$ cat src/sv/plc_pkg.sv
// Package: types, constants and codes of the pinned LRU page cache.
`default_nettype none
package plc_pkg;
    localparam int NUM_PAGES   = 16;
    localparam int MAX_HANDLES = 16;
    localparam int PIN_BITS    = 8;
    localparam int PW = $clog2(NUM_PAGES);
    localparam int HW = $clog2(MAX_HANDLES);
    localparam int CW = $clog2(NUM_PAGES + 1);
    localparam int QW = $clog2(MAX_HANDLES + 1);

    localparam logic [1:0] CMD_TRYLOCK = 2'd0;
    localparam logic [1:0] CMD_UNLOCK  = 2'd1;
    localparam logic [1:0] CMD_ALLOC   = 2'd2;
    localparam logic [1:0] CMD_FREE    = 2'd3;

    localparam logic [1:0] KIND_GRANT  = 2'd0;
    localparam logic [1:0] KIND_EVICT  = 2'd1;
    localparam logic [1:0] KIND_STATUS = 2'd2;

    localparam logic [1:0] ST_OK      = 2'd0;
    localparam logic [1:0] ST_REFUSED = 2'd1;
    localparam logic [1:0] ST_MISUSE  = 2'd2;
    localparam logic [1:0] ST_NOPAGES = 2'd3;

    localparam logic [1:0] REG_BASE  = 2'd0;
    localparam logic [1:0] REG_PBYTE = 2'd1;
    localparam logic [1:0] REG_NPAGE = 2'd2;

    typedef struct packed {
        logic [1:0] command;
        logic [3:0] handle;
        logic [4:0] page_count;
    } in_word_t;

    typedef struct packed {
        logic [1:0]  kind;
        logic [3:0]  handle_out;
        logic [3:0]  page_index;
        logic [47:0] page_address;
        logic [1:0]  status;
        logic        last;
    } out_word_t;

    typedef enum logic [4:0] {
        S_IDLE, S_DECODE, S_FINDH, S_POPFREE, S_EVHEAD, S_EVRD, S_EVPAGE,
        S_EVDONE, S_CHECK, S_RETURN, S_GRRD, S_GRMUL, S_GROUT, S_EVOUT,
        S_STOUT, S_FRPAGE, S_FRDONE, S_QREM, S_INIT
    } state_t;

    // Controller to datapath commands.
    typedef struct packed {
        state_t st;
        logic   first;  // first cycle in the state
    } ctl_cmd_t;

    // Datapath status seen by the controller.
    typedef struct packed {
        logic done;     // current step finished
        logic branch;   // condition for the alternative next state
        logic out_busy; // output register holds an untaken word
    } dp_stat_t;
endpackage
`default_nettype wire

$ cat src/sv/plc_ctrl.sv
// Controller: sequences one command at a time through the datapath.
`default_nettype none
module plc_ctrl (
    input  wire                 clk,
    input  wire                 rst_n,
    input  wire                 start,
    input  wire                 init_req,
    input  plc_pkg::dp_stat_t   stat,
    input  wire                 cmd_alloc,
    input  wire                 cmd_free_ok,
    input  wire                 cmd_quick,
    output plc_pkg::ctl_cmd_t   cmd
);
    import plc_pkg::*;

    state_t state_reg, state_next;
    logic   first_reg, first_next;

    // State register
    always_ff @(posedge clk or negedge rst_n)
    begin
        if (!rst_n)
        begin
            state_reg <= S_IDLE;
            first_reg <= 1'b1;
        end
        else
        begin
            state_reg <= state_next;
            first_reg <= first_next;
        end
    end

    // Next state
    always_comb
    begin
        state_next = state_reg;
        case (state_reg)
            S_IDLE:
                if (init_req) state_next = S_INIT;
                else if (start) state_next = S_DECODE;
            S_INIT:
                if (stat.done) state_next = S_IDLE;
            S_DECODE:
                if (cmd_alloc) state_next = S_FINDH;
                else if (cmd_free_ok) state_next = S_QREM;
                else if (cmd_quick) state_next = S_STOUT;
                else state_next = S_STOUT;
            S_FINDH:
                state_next = stat.branch ? S_POPFREE : S_STOUT;
            S_POPFREE:
                if (stat.done) state_next = S_EVHEAD;
            S_EVHEAD:
                if (stat.done) state_next = S_CHECK;
                else state_next = S_QREM;
            S_QREM:
                if (stat.done) state_next = stat.branch ? S_EVRD : S_FRPAGE;
            S_EVRD:
                state_next = stat.done ? S_EVDONE : S_EVPAGE;
            S_EVPAGE:
                state_next = S_EVRD;
            S_EVDONE:
                state_next = S_EVHEAD;
            S_CHECK:
                state_next = stat.branch ? S_GRRD : S_RETURN;
            S_RETURN:
                if (stat.done) state_next = S_EVOUT;
            S_GRRD:
                state_next = stat.done ? S_EVOUT : S_GRMUL;
            S_GRMUL:
                state_next = S_GROUT;
            S_GROUT:
                if (!stat.out_busy) state_next = S_GRRD;
            S_EVOUT:
                if (stat.done) state_next = S_STOUT;
            S_FRPAGE:
                if (stat.done) state_next = S_FRDONE;
            S_FRDONE:
                if (!stat.out_busy) state_next = S_STOUT;
            S_STOUT:
                if (!stat.out_busy) state_next = S_IDLE;
            default:
                state_next = S_IDLE;
        endcase
        first_next = (state_next != state_reg);
    end

    assign cmd.st    = state_reg;
    assign cmd.first = first_reg;
endmodule
`default_nettype wire

$ cat src/sv/plc_dpath.sv
// Datapath: cache state, page store, address multiply and output register.
`default_nettype none
module plc_dpath (
    input  wire                 clk,
    input  wire                 rst_n,
    input  plc_pkg::ctl_cmd_t   cmd,
    output plc_pkg::dp_stat_t   stat,
    input  plc_pkg::in_word_t   in_word,
    input  wire                 in_take,
    input  wire                 cfg_take,
    input  wire [1:0]           cfg_index,
    input  wire [63:0]          cfg_data,
    output logic                init_req,
    output logic                cmd_alloc,
    output logic                cmd_free_ok,
    output logic                cmd_quick,
    output plc_pkg::out_word_t  out_word,
    output logic                out_valid,
    input  wire                 out_stall
);
    import plc_pkg::*;

    // Configuration
    logic [47:0] base_reg;
    logic [31:0] pbytes_reg;
    logic [4:0]  npages_reg;
    logic        init_pend_reg;

    // Cache state
    logic [PW-1:0]       fifo_reg [NUM_PAGES];
    logic [PW-1:0]       fhead_reg;
    logic [CW-1:0]       fcnt_reg;
    logic [HW-1:0]       q_reg [MAX_HANDLES];
    logic [QW-1:0]       qcnt_reg;
    logic [MAX_HANDLES-1:0] live_reg;
    logic [PIN_BITS-1:0] pin_reg [MAX_HANDLES];
    logic [CW-1:0]       hcnt_reg [MAX_HANDLES];

    // Page store: one row of pages per handle
    logic [PW-1:0] pstore [MAX_HANDLES*NUM_PAGES];
    logic [PW-1:0] prd_reg;

    // Command working registers
    in_word_t      cw_reg;
    logic [HW-1:0] nh_reg;
    logic          nh_found_reg;
    logic [PW-1:0] taken_reg [NUM_PAGES];
    logic [CW-1:0] n_reg;
    logic [HW-1:0] ev_reg [MAX_HANDLES];
    logic [QW-1:0] ne_reg;
    logic [HW-1:0] vic_reg;
    logic [CW-1:0] i_reg;
    logic [QW-1:0] qi_reg, qj_reg;
    logic [1:0]    st_reg;
    logic          okalloc_reg;
    logic [47:0]   addr_reg;
    out_word_t     ow_reg;
    logic          ov_reg;

    logic [HW-1:0] h_in;
    logic          h_live;
    logic [PIN_BITS-1:0] h_pin;
    logic [CW-1:0] pcnt_in;
    logic [CW-1:0] n_lim;
    logic          out_free;
    logic          push_ok;
    logic [PW-1:0] push_slot;
    logic [HW-1:0] qrem_h;
    logic [PW-1:0] taken_sel;
    logic [PW-1:0] rd_idx;
    logic [35:0]   prod;

    assign h_in    = cw_reg.handle[HW-1:0];
    assign h_live  = live_reg[h_in];
    assign h_pin   = pin_reg[h_in];
    assign pcnt_in = CW'(cw_reg.page_count);
    assign n_lim   = (npages_reg > 5'(NUM_PAGES)) ? CW'(NUM_PAGES) : CW'(npages_reg);
    assign out_free = !ov_reg || !out_stall;
    assign push_ok  = fcnt_reg < CW'(NUM_PAGES);
    assign push_slot = PW'(fhead_reg + PW'(fcnt_reg));
    assign qrem_h   = (cmd.st == S_QREM && cw_reg.command == CMD_ALLOC) ? q_reg[0] : h_in;
    assign taken_sel = taken_reg[i_reg[PW-1:0]];
    assign prod     = 36'(taken_sel) * 36'(pbytes_reg);
    // A free streams one page a cycle, so its read runs one page ahead
    assign rd_idx   = (cmd.st == S_FRPAGE && !cmd.first) ? i_reg[PW-1:0] + 1'b1
                                                         : i_reg[PW-1:0];

    assign init_req   = init_pend_reg;
    assign cmd_alloc  = cw_reg.command == CMD_ALLOC;
    assign cmd_free_ok = cw_reg.command == CMD_FREE && h_live && h_pin == '0;
    assign cmd_quick  = 1'b1;

    // Trylock removal: entry k shifts once the handle is at or before k
    function automatic logic qj_pass(input int k);
        logic r;
        r = 1'b0;
        for (int m = 0; m < MAX_HANDLES; m++)
            if (m < k && q_reg[m] == h_in) r = 1'b1;
        return r;
    endfunction

    // Status to the controller
    always_comb
    begin
        stat.done = 1'b0;
        stat.branch = 1'b0;
        stat.out_busy = !out_free;
        case (cmd.st)
            S_INIT:    stat.done = !cmd.first && i_reg == CW'(NUM_PAGES - 1);
            S_FINDH:   stat.branch = nh_found_reg && pcnt_in != '0;
            S_POPFREE: stat.done = !(n_reg < pcnt_in && fcnt_reg != '0);
            S_EVHEAD:  stat.done = !(n_reg < pcnt_in && qcnt_reg != '0);
            S_QREM:
            begin
                stat.done = qi_reg >= qcnt_reg;
                stat.branch = cw_reg.command == CMD_ALLOC;
            end
            S_EVRD, S_GRRD, S_FRPAGE: stat.done = i_reg >= ((cmd.st == S_GRRD) ? n_reg
                                                    : hcnt_reg[vic_reg]);
            S_CHECK:   stat.branch = n_reg >= pcnt_in;
            S_RETURN:  stat.done = i_reg >= n_reg;
            S_EVOUT:   stat.done = qi_reg >= ne_reg && out_free;
            default:   stat.done = 1'b0;
        endcase
    end

    // Page store write and registered read
    always_ff @(posedge clk)
    begin
        if (cmd.st == S_GROUT && out_free)
            pstore[{nh_reg, i_reg[PW-1:0]}] <= taken_sel;
        prd_reg <= pstore[{vic_reg, rd_idx}];
    end

    // Configuration, state updates and output
    always_ff @(posedge clk or negedge rst_n)
    begin
        if (!rst_n)
        begin
            base_reg <= '0;
            pbytes_reg <= 32'd4096;
            npages_reg <= 5'd16;
            init_pend_reg <= 1'b1;
            fhead_reg <= '0;
            fcnt_reg <= '0;
            qcnt_reg <= '0;
            live_reg <= '0;
            ov_reg <= 1'b0;
            i_reg <= '0;
            for (int k = 0; k < MAX_HANDLES; k++)
            begin
                pin_reg[k] <= '0;
                hcnt_reg[k] <= '0;
            end
        end
        else
        begin
            if (ov_reg && !out_stall)
                ov_reg <= 1'b0;
            if (cfg_take)
            begin
                case (cfg_index)
                    REG_BASE:  base_reg <= cfg_data[47:0];
                    REG_PBYTE: pbytes_reg <= cfg_data[31:0];
                    REG_NPAGE:
                    begin
                        npages_reg <= cfg_data[4:0];
                        init_pend_reg <= 1'b1;
                    end
                    default: ;
                endcase
            end
            if (in_take)
                cw_reg <= in_word;
            case (cmd.st)
                S_INIT:
                begin
                    if (cmd.first)
                    begin
                        fhead_reg <= '0;
                        fcnt_reg <= n_lim;
                        qcnt_reg <= '0;
                        live_reg <= '0;
                        for (int k = 0; k < MAX_HANDLES; k++)
                        begin
                            pin_reg[k] <= '0;
                            hcnt_reg[k] <= '0;
                        end
                        i_reg <= '0;
                        init_pend_reg <= 1'b0;
                    end
                    else
                        i_reg <= i_reg + 1'b1;
                    fifo_reg[i_reg[PW-1:0]] <= cmd.first ? '0 : i_reg[PW-1:0];
                    if (stat.done)
                        i_reg <= '0;
                end
                S_DECODE:
                begin
                    n_reg <= '0;
                    ne_reg <= '0;
                    qi_reg <= '0;
                    qj_reg <= '0;
                    i_reg <= '0;
                    nh_found_reg <= !(&live_reg);
                    nh_reg <= '0;
                    for (int k = MAX_HANDLES - 1; k >= 0; k--)
                        if (!live_reg[k]) nh_reg <= HW'(k);
                    st_reg <= ST_OK;
                    okalloc_reg <= 1'b0;
                    case (cw_reg.command)
                        CMD_TRYLOCK:
                            if (!h_live) st_reg <= ST_REFUSED;
                            else if (&h_pin) st_reg <= ST_MISUSE;
                            else
                            begin
                                pin_reg[h_in] <= h_pin + 1'b1;
                                if (h_pin == '0)
                                begin
                                    // leave unpinned queue
                                    for (int k = 0; k < MAX_HANDLES - 1; k++)
                                    begin
                                        if (QW'(k) < qcnt_reg)
                                            q_reg[k] <= q_reg[k] == h_in || qj_pass(k)
                                                ? q_reg[k+1] : q_reg[k];
                                    end
                                    qcnt_reg <= qcnt_reg - 1'b1;
                                end
                            end
                        CMD_UNLOCK:
                            if (!h_live || h_pin == '0) st_reg <= ST_MISUSE;
                            else
                            begin
                                pin_reg[h_in] <= h_pin - 1'b1;
                                if (h_pin == PIN_BITS'(1) && qcnt_reg < QW'(MAX_HANDLES))
                                begin
                                    q_reg[qcnt_reg[HW-1:0]] <= h_in;
                                    qcnt_reg <= qcnt_reg + 1'b1;
                                end
                            end
                        CMD_FREE:
                            if (!h_live) st_reg <= ST_REFUSED;
                            else if (h_pin != '0) st_reg <= ST_MISUSE;
                            else vic_reg <= h_in;
                        default: ;
                    endcase
                end
                S_FINDH:
                    if (pcnt_in == '0) st_reg <= ST_MISUSE;
                    else if (!nh_found_reg) st_reg <= ST_NOPAGES;
                S_POPFREE:
                    if (!stat.done)
                    begin
                        taken_reg[n_reg[PW-1:0]] <= fifo_reg[fhead_reg];
                        fhead_reg <= fhead_reg + 1'b1;
                        fcnt_reg <= fcnt_reg - 1'b1;
                        n_reg <= n_reg + 1'b1;
                    end
                S_EVHEAD:
                begin
                    qi_reg <= '0;
                    qj_reg <= '0;
                    if (!stat.done)
                    begin
                        vic_reg <= q_reg[0];
                        ev_reg[ne_reg[HW-1:0]] <= q_reg[0];
                        ne_reg <= ne_reg + 1'b1;
                        live_reg[q_reg[0]] <= 1'b0;
                    end
                end
                S_QREM:
                begin
                    // compact the queue one entry a cycle
                    if (!stat.done)
                    begin
                        if (q_reg[qi_reg[HW-1:0]] != qrem_h)
                        begin
                            q_reg[qj_reg[HW-1:0]] <= q_reg[qi_reg[HW-1:0]];
                            qj_reg <= qj_reg + 1'b1;
                        end
                        qi_reg <= qi_reg + 1'b1;
                    end
                    else
                    begin
                        qcnt_reg <= qj_reg;
                        i_reg <= '0;
                        if (cw_reg.command != CMD_ALLOC)
                            vic_reg <= h_in;
                    end
                end
                S_EVRD:
                    ;
                S_EVPAGE:
                begin
                    if (n_reg < pcnt_in)
                    begin
                        taken_reg[n_reg[PW-1:0]] <= prd_reg;
                        n_reg <= n_reg + 1'b1;
                    end
                    else if (push_ok)
                    begin
                        fifo_reg[push_slot] <= prd_reg;
                        fcnt_reg <= fcnt_reg + 1'b1;
                    end
                    i_reg <= i_reg + 1'b1;
                end
                S_EVDONE:
                begin
                    hcnt_reg[vic_reg] <= '0;
                    pin_reg[vic_reg] <= '0;
                end
                S_CHECK:
                begin
                    i_reg <= '0;
                    qi_reg <= '0;
                    if (n_reg >= pcnt_in)
                    begin
                        okalloc_reg <= 1'b1;
                        live_reg[nh_reg] <= 1'b1;
                        pin_reg[nh_reg] <= PIN_BITS'(1);
                        hcnt_reg[nh_reg] <= n_reg;
                    end
                    else
                        st_reg <= ST_NOPAGES;
                end
                S_RETURN:
                    if (!stat.done)
                    begin
                        if (push_ok)
                        begin
                            fifo_reg[push_slot] <= taken_sel;
                            fcnt_reg <= fcnt_reg + 1'b1;
                        end
                        i_reg <= i_reg + 1'b1;
                    end
                S_GRMUL:
                    addr_reg <= 48'(prod);
                S_GROUT:
                    if (out_free)
                    begin
                        ow_reg.kind <= KIND_GRANT;
                        ow_reg.handle_out <= 4'(nh_reg);
                        ow_reg.page_index <= 4'(taken_sel);
                        ow_reg.page_address <= base_reg + addr_reg;
                        ow_reg.status <= ST_OK;
                        ow_reg.last <= 1'b0;
                        ov_reg <= 1'b1;
                        i_reg <= i_reg + 1'b1;
                    end
                S_EVOUT:
                    if (out_free && qi_reg < ne_reg)
                    begin
                        ow_reg.kind <= KIND_EVICT;
                        ow_reg.handle_out <= 4'(ev_reg[qi_reg[HW-1:0]]);
                        ow_reg.page_index <= '0;
                        ow_reg.page_address <= '0;
                        ow_reg.status <= ST_REFUSED;
                        ow_reg.last <= 1'b0;
                        ov_reg <= 1'b1;
                        qi_reg <= qi_reg + 1'b1;
                    end
                S_FRPAGE:
                    if (!stat.done)
                    begin
                        if (!cmd.first)
                        begin
                            if (push_ok)
                            begin
                                fifo_reg[push_slot] <= prd_reg;
                                fcnt_reg <= fcnt_reg + 1'b1;
                            end
                            i_reg <= i_reg + 1'b1;
                        end
                    end
                S_FRDONE:
                begin
                    hcnt_reg[vic_reg] <= '0;
                    live_reg[vic_reg] <= 1'b0;
                    if (out_free)
                    begin
                        ow_reg.kind <= KIND_EVICT;
                        ow_reg.handle_out <= cw_reg.handle;
                        ow_reg.page_index <= '0;
                        ow_reg.page_address <= '0;
                        ow_reg.status <= ST_REFUSED;
                        ow_reg.last <= 1'b0;
                        ov_reg <= 1'b1;
                    end
                end
                S_STOUT:
                    if (out_free)
                    begin
                        ow_reg.kind <= KIND_STATUS;
                        ow_reg.handle_out <= !cmd_alloc ? cw_reg.handle
                            : (okalloc_reg ? 4'(nh_reg) : 4'd0);
                        ow_reg.page_index <= '0;
                        ow_reg.page_address <= '0;
                        ow_reg.status <= st_reg;
                        ow_reg.last <= 1'b1;
                        ov_reg <= 1'b1;
                    end
                default: ;
            endcase
        end
    end

    assign out_word  = ow_reg;
    assign out_valid = ov_reg;
endmodule
`default_nettype wire

$ cat src/sv/pinned_lru_page_cache_unit.sv
// Top level of the pinned LRU page cache.
//  channel | direction | handshake    | word
//  in      | input     | valid/stall  | in_word_t
//  out     | output    | valid/stall  | out_word_t
//  cfg     | input     | valid/ready  | index, data
// One command at a time. Trylock, unlock and refused commands go from decode
// straight to the status word; a free walks the queue, then returns its pages.
// An alloc pops free pages, then per victim walks the queue and reads back its
// pages, then sends one grant per page, then the evict words and the status.
// Grant addresses go through one registered 4x32 multiply per page.
// After reset and after a pages_in_use write, an init pass refills the
// free FIFO while no command is taken. A stalled output word holds the sequencer.
`default_nettype none
module pinned_lru_page_cache_unit (
    input  wire                 clk,
    input  wire                 rst_n,
    input  wire                 in_valid,
    output logic                in_stall,
    input  plc_pkg::in_word_t   in_word,
    output logic                out_valid,
    input  wire                 out_stall,
    output plc_pkg::out_word_t  out_word,
    input  wire                 cfg_valid,
    output logic                cfg_ready,
    input  wire [1:0]           cfg_index,
    input  wire [63:0]          cfg_data
);
    import plc_pkg::*;

    ctl_cmd_t cmd;
    dp_stat_t stat;
    logic     init_req, cmd_alloc, cmd_free_ok, cmd_quick, in_take;

    assign in_stall  = !(cmd.st == S_IDLE && !init_req);
    assign in_take   = in_valid && !in_stall;
    assign cfg_ready = 1'b1;

    plc_ctrl u_ctrl (
        .clk(clk), .rst_n(rst_n), .start(in_take), .init_req(init_req),
        .stat(stat), .cmd_alloc(cmd_alloc), .cmd_free_ok(cmd_free_ok),
        .cmd_quick(cmd_quick), .cmd(cmd)
    );

    plc_dpath u_dpath (
        .clk(clk), .rst_n(rst_n), .cmd(cmd), .stat(stat), .in_word(in_word),
        .in_take(in_take), .cfg_take(cfg_valid && cfg_ready),
        .cfg_index(cfg_index), .cfg_data(cfg_data), .init_req(init_req),
        .cmd_alloc(cmd_alloc), .cmd_free_ok(cmd_free_ok), .cmd_quick(cmd_quick),
        .out_word(out_word), .out_valid(out_valid), .out_stall(out_stall)
    );
endmodule
`default_nettype wire

$ cat config.mk
export PLATFORM = sky130hd
export DESIGN_NAME = pinned_lru_page_cache_unit
export DESIGN_NICKNAME = d
export VERILOG_FILES = /design/src/sv/plc_pkg.sv /design/src/sv/plc_ctrl.sv /design/src/sv/plc_dpath.sv /design/src/sv/pinned_lru_page_cache_unit.sv
export SDC_FILE = /design/constraint.sdc
export NUM_CORES = 2
export LEC_CHECK = 0
export BUFFER_PORTS_ARGS = -buffer_cell sky130_fd_sc_hd__buf_2
export CAP_MARGIN = 15
export CORE_MARGIN = 3
export CORE_UTILIZATION = 35
export DETAILED_ROUTE_END_ITERATION = 12
export GPL_TIMING_DRIVEN = 1
export PLACE_DENSITY = 0.55
export SYNTH_ARGS = -nofsm -noshare
export SYNTH_HDL_FRONTEND = slang
export SYNTH_HIERARCHICAL = 1
export SYNTH_SLANG_ARGS = --single-unit
$ cat constraint.sdc
create_clock -name clk -period 11.8 [get_ports clk]
set_input_delay 0.59 -clock clk [delete_from_list [all_inputs] [get_ports clk]]
set_output_delay 0.59 -clock clk [all_outputs]
set_load 0.01 [all_outputs]
==> flow_summary.json <==
{
  "numCtsBuffers": 189,
  "pwr-share-comb_pct": 28.7,
  "ioPinCount": 146,
  "cts_buffer_depth": 3,
  "num_rows": 179,
  "pwr-share-seq_pct": 40.1,
  "path_delay_family": "multiplexers",
  "leakagePower_nw": 34.0,
  "crit_path_end_kind": "register",
  "p_total_mw": 19.2,
  "nets": 7117,
  "cts_sinks": 1763,
  "dr.pass1.iters": 5,
  "regArea_um2": 51200,
  "clkLatencyLatePin_ns": 0.86,
  "dp_hpwl_um": 160000,
  "worst_path_largest_cell_delay_ns": 1.10,
  "drt-initial-drc-count": 6192,
  "place.gp.congestion": 0.884,
  "timing.final.crit_share_pct": 62.9,
  "antenna_found_initial": 6,
  "path_buf_inv": 4,
  "finalHoldViolCount": 0,
  "drv_slew": 0,
  "cts-resized-gates": 0,
  "maxCapViolCount": 0,
  "ff2ff_setup_slack_ns": 4.38,
  "slew_headroom_pct": 13.2,
  "area_growth_pct": 13.0,
  "min_period_ns": 7.42,
  "avgSynthCellArea_um2": 12.5,
  "crit_slowest_cell": "mux4_4",
  "start_util_pct": 35.3,
  "final_cell_area_um2": 95000,
  "largest_register_ffs": 1024,
  "finalSetupViolCount": 0,
  "cts_tree": "yes",
  "cellPowerDensity_nw_per_um2": 202,
  "rsz0062_at_grt": "no",
  "wl_met2_um": 115000,
  "die_h_um": 496,
  "cts_max_level": 4,
  "hp-class": "in -> reg",
  "wire_per_inst_um": 24.7,
  "fmax_mhz": 135,
  "worst_ep_arrival_time_ns": 8.01,
  "cp_max_fo": 87,
  "root_buffer": "clkbuf_16",
  "drc_errors": 0,
  "clock_skew_ns": 0.0551,
  "clkPwrFrac_pct": 31.2,
  "coreArea_um2": 238000,
  "syn_inst": 6745,
  "yosys_warnings": 6,
  "outcome": "complete, no violations",
  "track_usage_pct": 20.0,
  "die_x_um": 496,
  "power.switching_mw": 6.42,
  "rr_worst_depth": 19,
  "min_path_cells": 2,
  "setup_tns_ns": 0,
  "syn_nets": 7020,
  "drive_gt1_share_pct": 13.6,
  "drt-met1-wl_um": 109000,
  "cp_num_cells": 19,
  "num_vias": 57700,
  "place_area_um2": 88100,
  "cp.required_ns": 12.39,
  "tightest_slew_ns": 1.30,
  "grt_pass1_vias": 56100,
  "multi_input_area_um2": 30700,
  "synth.cell_area_um2": 84000,
  "dr_wl_met3_um": 19600,
  "grt_first_pass_wirelength_um": 375000,
  "clkTransAtPathRegs_ns": 0.06,
  "fillers": 22400,
  "peakVddDrop_mv": 0.136,
  "p_int_mw": 12.8,
  "grt_start_max_net_pins": 218,
  "die-area_um2": 246000,
  "viasPerCell": 5.67,
  "hold_ws_ns": 0.0632,
  "worstSetupStartpointType": "register",
  "port_buffers": 128,
  "path_cells": "buf_4, mux4_2, mux4_4, and2_1, fa_1, inv_1, fa_1, inv_1, ha_1, nand3_1, or3_1, a2111oi_0, a2111oi_0, clkbuf_2, nor3_1, a21oi_1, a31oi_1, a31oi_1, xnor2_1",
  "wl_um": 251000,
  "critPathKind": "reg -> reg",
  "grt-ovfl-total": 0,
  "top_layer_used": "met4",
  "final_antenna_net_count": 0,
  "switching_share_pct": 33.5
}
## power groups by stage
stage	Clock (mW)	Sequential, mW	Combinational (mW)
after detailed placement	0	7.82	5.44
after global placement	0	7.81	5.38
after CTS	6.11	7.69	5.49
after global routing	6.36	7.73	6.06
after floorplan	0	7.75	3.93
final	5.98	7.70	5.51
## metal layers
metal	vias to the layer above	global-route usage, %
li1	25500	-
met1	29400	28.4
met2	2410	31.3
met3	340	3.34
met4	0	6.27
met5	-	0
## final cells by class
class                   instances  area share (%)
flip-flops and latches       1763            53.9
multi-input cells            4420            32.4
clock buffers                 245            5.43
well taps                    3167            4.17
repair buffers                321            2.40
clock inverters               110            1.15
inverters                     147           0.581
diodes                          1         0.00264
## metrics by stage
step                      worst slack (ns)  cells  utilization [%]
final                                 4.38  10200             39.8
after floorplan                       2.03   6745                -
after detailed placement              4.21   9760             37.0
after global routing                  3.96  10200             39.8
after global placement                4.21   9760             37.0
after CTS                             4.17  10200             39.8
## cells in the final DEF (no fill, tap or decap), types with 53 or more instances in the layout
cell type / count
a21o_1: 55
a21oi_1: 152
o21ai_0: 156
nand2_1: 1047
a31oi_1: 65
dlygate4sd3_1: 53
mux2_2: 155
xor2_1: 55
xnor2_1: 105
edfxtp_1: 1419
a22o_1: 164
buf_2: 127
mux2i_1: 168
dfrtp_1: 330
clkbuf_16: 195
mux4_2: 136
buf_4: 133
fa_1: 63
and2_1: 106
nand3_1: 331
ha_1: 130
inv_1: 144
a32oi_1: 101
nand4_1: 140
nor3_1: 68
nor2_1: 545
## worst paths after layout
check | to | start
max reg2reg | u_dpath/addr_reg[33] | u_dpath/i_reg[0]
min | u_dpath/npages_reg[4] | cfg_data[4]
max | u_dpath/addr_reg[33] | u_dpath/i_reg[0]
max in group asynchronous | u_dpath/base_reg[45] | rst_n
min reg2reg | u_dpath/hcnt_reg[49] | u_dpath/hcnt_reg[49]
min in group asynchronous | u_dpath/qcnt_reg[2] | rst_n
## repair_timing
| item | 4_1_cts | 5_1_grt |
|---|---|---|
| setup buffers | 0 | 0 |
| endpoints found under the hold margin | 140 | 0 |
| hold buffers | 53 | 0 |
Power figures use the tool's default switching activity.
